===== src/rtl/brrip_pkg.sv =====
// ----------------------------------------------------------------------------
// brrip_pkg
// Shared field widths, register indexes, RRPV codes and the command/status
// structs that pass between the BRRIP controller and datapath.
// ----------------------------------------------------------------------------
package brrip_pkg;

  // word field widths
  localparam int SET_IN_W  = 10;
  localparam int TAG_IN_W  = 20;
  localparam int WAY_OUT_W = 2;
  localparam int IN_DATA_W  = 32;  // set_index + tag_value, padded to bytes
  localparam int OUT_DATA_W = 24;  // hit + way + evicted + evicted_tag

  // configuration port
  localparam int CFG_IDX_W  = 1;
  localparam int CFG_DATA_W = 11;
  localparam int WAYS_REG_W = 3;
  localparam int PERIOD_W   = 11;
  localparam int ICNT_W     = 10;

  typedef enum logic [CFG_IDX_W-1:0] {
    CFG_ACTIVE_WAYS    = 1'b0,
    CFG_BIMODAL_PERIOD = 1'b1
  } cfg_idx_t;

  localparam logic [WAYS_REG_W-1:0] ACTIVE_WAYS_RST    = 3'd4;
  localparam logic [PERIOD_W-1:0]   BIMODAL_PERIOD_RST = 11'd8;
  localparam logic [PERIOD_W-1:0]   MAX_PERIOD         = 11'd1024;

  // re-reference prediction values
  localparam int RRPV_W = 2;
  localparam logic [RRPV_W-1:0] RRPV_NEAR    = 2'd0;
  localparam logic [RRPV_W-1:0] RRPV_LONG    = 2'd2;
  localparam logic [RRPV_W-1:0] RRPV_DISTANT = 2'd3;

  // controller -> datapath
  typedef struct packed {
    logic clr_we;   // write reset row at sweep index
    logic capture;  // latch accepted word
    logic rd_en;    // read the addressed set
    logic upd_go;   // write back set, load result register
  } brrip_cmd_t;

  // datapath -> controller
  typedef struct packed {
    logic clr_last;  // sweep at final row
  } brrip_stat_t;

endpackage


===== src/rtl/brrip_ctrl.sv =====
// ----------------------------------------------------------------------------
// brrip_ctrl
// Sequencer: reset sweep, accept, set read, update/result, output valid.
// ----------------------------------------------------------------------------
module brrip_ctrl (
  input  logic                   clk,
  input  logic                   rst_n,
  input  logic                   in_tvalid,
  output logic                   in_tready,
  output logic                   out_tvalid,
  input  logic                   out_tready,
  input  brrip_pkg::brrip_stat_t stat,
  output brrip_pkg::brrip_cmd_t  cmd
);
  import brrip_pkg::*;

  typedef enum logic [3:0] {
    ST_CLR  = 4'b0001,
    ST_IDLE = 4'b0010,
    ST_RD   = 4'b0100,
    ST_UPD  = 4'b1000
  } state_t;

  state_t state_r, state_nxt;
  logic   out_valid_r, out_valid_nxt;
  logic   go;

  assign go = (state_r == ST_UPD) && (!out_valid_r || out_tready);

  always_comb begin
    state_nxt   = state_r;
    cmd         = '0;
    in_tready   = 1'b0;
    unique case (state_r)
      ST_CLR: begin
        cmd.clr_we = 1'b1;
        if (stat.clr_last) state_nxt = ST_IDLE;
      end
      ST_IDLE: begin
        in_tready   = 1'b1;
        cmd.capture = in_tvalid;
        if (in_tvalid) state_nxt = ST_RD;
      end
      ST_RD: begin
        cmd.rd_en = 1'b1;
        state_nxt = ST_UPD;
      end
      ST_UPD: begin
        cmd.upd_go = go;
        if (go) state_nxt = ST_IDLE;
      end
      default: state_nxt = ST_CLR;
    endcase
  end

  always_comb begin
    out_valid_nxt = out_valid_r;
    if (out_tready) out_valid_nxt = 1'b0;
    if (go)         out_valid_nxt = 1'b1;
  end

  always_ff @(posedge clk) begin
    if (!rst_n) begin
      state_r     <= ST_CLR;
      out_valid_r <= 1'b0;
    end else begin
      state_r     <= state_nxt;
      out_valid_r <= out_valid_nxt;
    end
  end

  assign out_tvalid = out_valid_r;

  // accepted word walks read then update
  a_seq: assert property (@(posedge clk) disable iff (!rst_n)
    (in_tvalid && in_tready) |=> (state_r == ST_RD) ##1 (state_r == ST_UPD))
    else $error("accepted word did not go to set read then update");

  // sweep and update never share the write port
  a_wport: assert property (@(posedge clk) disable iff (!rst_n)
    !(cmd.clr_we && (cmd.upd_go || cmd.rd_en || cmd.capture)))
    else $error("sweep overlaps an access");

  // an update always leaves a result pending
  a_res: assert property (@(posedge clk) disable iff (!rst_n)
    cmd.upd_go |=> out_valid_r)
    else $error("update produced no result");

  // update never overwrites an untaken result
  a_noovr: assert property (@(posedge clk) disable iff (!rst_n)
    cmd.upd_go |-> (!out_valid_r || out_tready))
    else $error("result overwritten");

endmodule


===== config.mk =====
export PLATFORM = sky130hd
export DESIGN_NAME = brrip_ctrl
export DESIGN_NICKNAME = d
export VERILOG_FILES = /design/src/rtl/brrip_pkg.sv /design/src/rtl/brrip_ctrl.sv
export SDC_FILE = /design/constraint.sdc
export NUM_CORES = 1
export LEC_CHECK = 0
export BUFFER_PORTS_ARGS = -buffer_cell sky130_fd_sc_hd__buf_2
export CORE_AREA = 2 2 39 41
export DETAILED_ROUTE_END_ITERATION = 8
export DIE_AREA = 0 0 41 43
export GPL_TIMING_DRIVEN = 1
export SLEW_MARGIN = 40
export SYNTH_ARGS = -nofsm -noshare
export SYNTH_HDL_FRONTEND = slang
export SYNTH_SLANG_ARGS = --single-unit

===== constraint.sdc =====
create_clock -name clk -period 1.5 [get_ports clk]
set_input_delay 0.3 -clock clk [delete_from_list [all_inputs] [get_ports clk]]
set_output_delay 0.3 -clock clk [all_outputs]
set_load 0.01 [all_outputs]

## After elaboration in Yosys (flattened, before gate mapping)

Index checks and enable logic that the tools add are counted.
Widths: inputs -> output; s select.

- Register bits after elaboration: 5
- Input port bits: 5
- Output and inout bits: 6
- Logic and storage cells: 25

- Equality and inequality tests: 7
- Multiplexer cells: 11
- Reduce and logical (&&, ||, !) cells: 5

Operators with widths:

| kind | number |
|---|---|
| $pmux 4 s4 | 1 |
| $mux 4 | 3 |
| $mux 1 | 7 |
| $ne 2x2->1 const B | 3 |
| $eq 4x1->1 const B | 1 |
| $eq 4x2->1 const B | 1 |
| $eq 4x3->1 const B | 1 |
| $eq 4x4->1 const B | 1 |
| $reduce_and 3->1 | 1 |
| $reduce_bool 2->1 | 1 |
| $logic_and 1x1->1 | 1 |
| $logic_not 1->1 | 1 |
| $logic_or 1x1->1 | 1 |

## Depth between registers and ports, before layout

- Depth in word-level cells: 5
- Mapped depth: 4
- Mapped depth without buffers: 3

## Worst setup path after synthesis

OpenSTA, ideal clock, no wires.

- Kind: reg-to-output
- From: reg state_r[0]
- To: out cmd[0] (netlist bit)
- Arrival: 1.126 ns
- Data required time: 1.200 ns
- Setup slack: 0.074 ns
- Stages on the path, launching flop included: 4
- Buffers on the path: 1
- Cell sequence: dfxtp_1 > or4b_4 > nor2b_1 > buf_4

RTL lines:

| element | RTL line | text |
|---|---|---|
| from (decl) | brrip_ctrl.sv:24 | `state_t state_r, state_nxt;` |
| from (signal assigned) | brrip_ctrl.sv:67 | `state_r <= state_nxt;` |
| to (decl) | brrip_ctrl.sv:13 | `output brrip_pkg::brrip_cmd_t cmd` |

==> results.json <==
{
  "num_io_pins": 11,
  "clk_pin_slew_ns": 0.04,
  "die_area_mm2": 0.00176,
  "syn_nets": 36,
  "grt_max_degree": 7,
  "met3_length_um": 52,
  "io_buffer_count": 10,
  "p_leak_uw": 0.000201,
  "fmax_ghz": 0.602,
  "yosys.area.top_type": "dfxtp_1",
  "fin_setup_tns_ns": -0.545,
  "rr_worst_depth": 7,
  "clockRootBuffer": "clkbuf_4",
  "syn_inst": 31,
  "hpwl_um": 478,
  "antenna_found_initial": 0,
  "ff2ff_setup_slack_ns": 0.10,
  "power.density_mw_per_mm2": 835,
  "cts_max_path_buffers": 2,
  "cp_max_fo": 4,
  "yosysSeqAreaShare_pct": 34.8,
  "start_util_pct": 20.8,
  "outcome": "finished with violations",
  "synthTopCellsByCount": "dfxtp_1 (5), nand2b_1 (4), buf_4 (3), nor3_1 (3)",
  "drc": 0,
  "synth.most_common_cell": "dfxtp_1",
  "slowest_stage": "nor4b_2",
  "area_growth_pct": 56.5,
  "vias_per_cell": 4.41,
  "fp.coreArea_mm2": 0.00138,
  "cap_violations": 0,
  "ys_ff_latch": 5,
  "startpoint_type": "flop",
  "hold_path_class": "primary input to flop",
  "synthFlopType": "dfxtp_1",
  "cp.arrival_ns": 1.36,
  "first_iter_violations": 7,
  "r2r-end": "state_r[1]",
  "met2_length_um": 360,
  "rows": 14,
  "cp_top_family": "simple AND/OR/NAND/NOR gates",
  "cp_num_buf_inv": 1,
  "setup_ws_ns": -0.161,
  "ir_drop_v": 0.000389,
  "grt-ovfl-total": 0,
  "timing.final.crit_period_ns": 1.66,
  "hp-start": "rst_n",
  "nNetsFinal": 56,
  "die_h_um": 43,
  "gp_congestion": 0.807,
  "setup.worst_path.class": "flop to primary output",
  "antenna_cells": 0,
  "synth_area_um2": 288,
  "final-setup-viol-count": 5,
  "ant_nets": 0,
  "avgSynthCellArea_um2": 9.28,
  "grt_pass1_vias": 237,
  "critical_path.cell_chain": "nor4b_2, and2_1, buf_2",
  "layout.cells.non_filler": 66,
  "dr.pass1.iters": 4,
  "cts_max_level": 1,
  "tightest_slew_ns": 0.458,
  "required_ns": 1.20,
  "finalClockSkew_ns": 0.00242,
  "pre_cts_slack_ns": 0.0800,
  "hold_ws_ns": 0.282,
  "grt.total_usage_pct": 8.73,
  "rsz0062_at_grt": "true",
  "wl_met1_um": 307,
  "synthTopCellsByArea": "dfxtp_1 (35%), nand2b_1 (8.7%), buf_4 (7.8%)",
  "worstReg2RegStart": "state_r[1]",
  "layout-drive-gt1-share_pct": 58.0,
  "vias": 291,
  "post-route-period-util_pct": 111,
  "ys_types": 18,
  "min_path_cells": 2,
  "fin_util_pct": 32.5,
  "min_to": "state_r[0]",
  "top_layer_used": "met3",
  "wl_per_cell_um": 10.9,
  "synthArstFlopShare_pct": 0,
  "die_w_um": 41,
  "synth-edff-count": 0,
  "hold_viol": 0,
  "violations": "setup timing",
  "wirelength_um": 720,
  "cts_inserted_buffers": 3,
  "yosys_warnings": 0,
  "finalMaxSlewViolations": 0,
  "relSlewSlack_pct": 69.4,
  "insertion_delay_ns": 0.24,
  "cp-end-kind": "primary output",
  "clkSinkCount": 5,
  "dpl.cell_count": 58,
  "worst_path_largest_cell_delay_ns": 0.47,
  "grt_pass1_wl_um": 1010,
  "crit_start": "state_r[0]",
  "synth_top_area_share_pct": 34.8,
  "cts_tree": "done"
}
[placed cells by master, fill, tap and decap left out]
master,synthesis,final
o21ai_0,1,1
nand2b_1,4,3
buf_6,0,2
o21a_1,1,1
a21boi_1,1,1
and3_1,1,1
o31ai_1,1,1
a211oi_1,1,1
buf_4,3,6
nor3_1,3,2
nor3_2,0,1
nor2_2,1,1
clkbuf_4,0,3
nor4b_1,2,1
nor4b_2,1,2
nor2b_1,2,2
or4b_4,1,1
nand2b_4,0,1
dfxtp_1,5,3
and2_1,1,1
dfxtp_2,0,2
buf_2,0,10
clkbuf_1,0,1
xnor2_1,1,1
nor2_1,1,1
[layer usage]
metal,up-vias,GRT usage (%)
met5,-,0
met4,0,4.00
met3,0,4.71
met2,15,11.6
met1,130,11.3
li1,146,-
[worst max-delay path by stage]
stage	end	depth (start not counted)
after floorplan	cmd[0]	3
after global placement	cmd[0]	3
after detailed placement	cmd[0]	3
after CTS	cmd[0]	3
after global routing	cmd[2]	3
final	cmd[2]	3
[where the power goes]
part	switching, µW	internal (µW)
clock	59.5	101
combinational	29.5	41.8
sequential	4.88	140
total	93.9	282
[metrics by stage]
stage / instance area, µm² / power (µW)
after floorplan: 288 / 169
after CTS: 409 / 362
final: 450 / 376
after global placement: 365 / 192
after global routing: 450 / 398
after detailed placement: 365 / 193
[area by class of cell]
class                      instances  area (µm²)
clock buffer                       4        26.3
sequential                         5         103
fill                             149         933
tap                               16        20.0
multi-input combinational         23         184
timing repair buffer              18         118
[flip-flops by register name (all words and copies together), names as in the netlist]
| register | count |
|---|---|
| state_r | 4 |
| out_tvalid | 1 |
[what timing repair did]
action,CTS,global route
pin swaps,1,1
buffers inserted,2,2
hold endpoints to repair,0,0
hold buffers,0,0
cloned,0,0
gates resized for setup,2,5
endpoints found under the setup margin,4,5
[logic make-up after synthesis]
logic type,share of synthesized area (%)
AOI/OAI and AO/OA,12.2
xor gates and xnor gates,3.04
buffers and inverters,7.83
DFF,34.8
and+or+nand+nor,42.2
(Power assumes the default switching activity.)
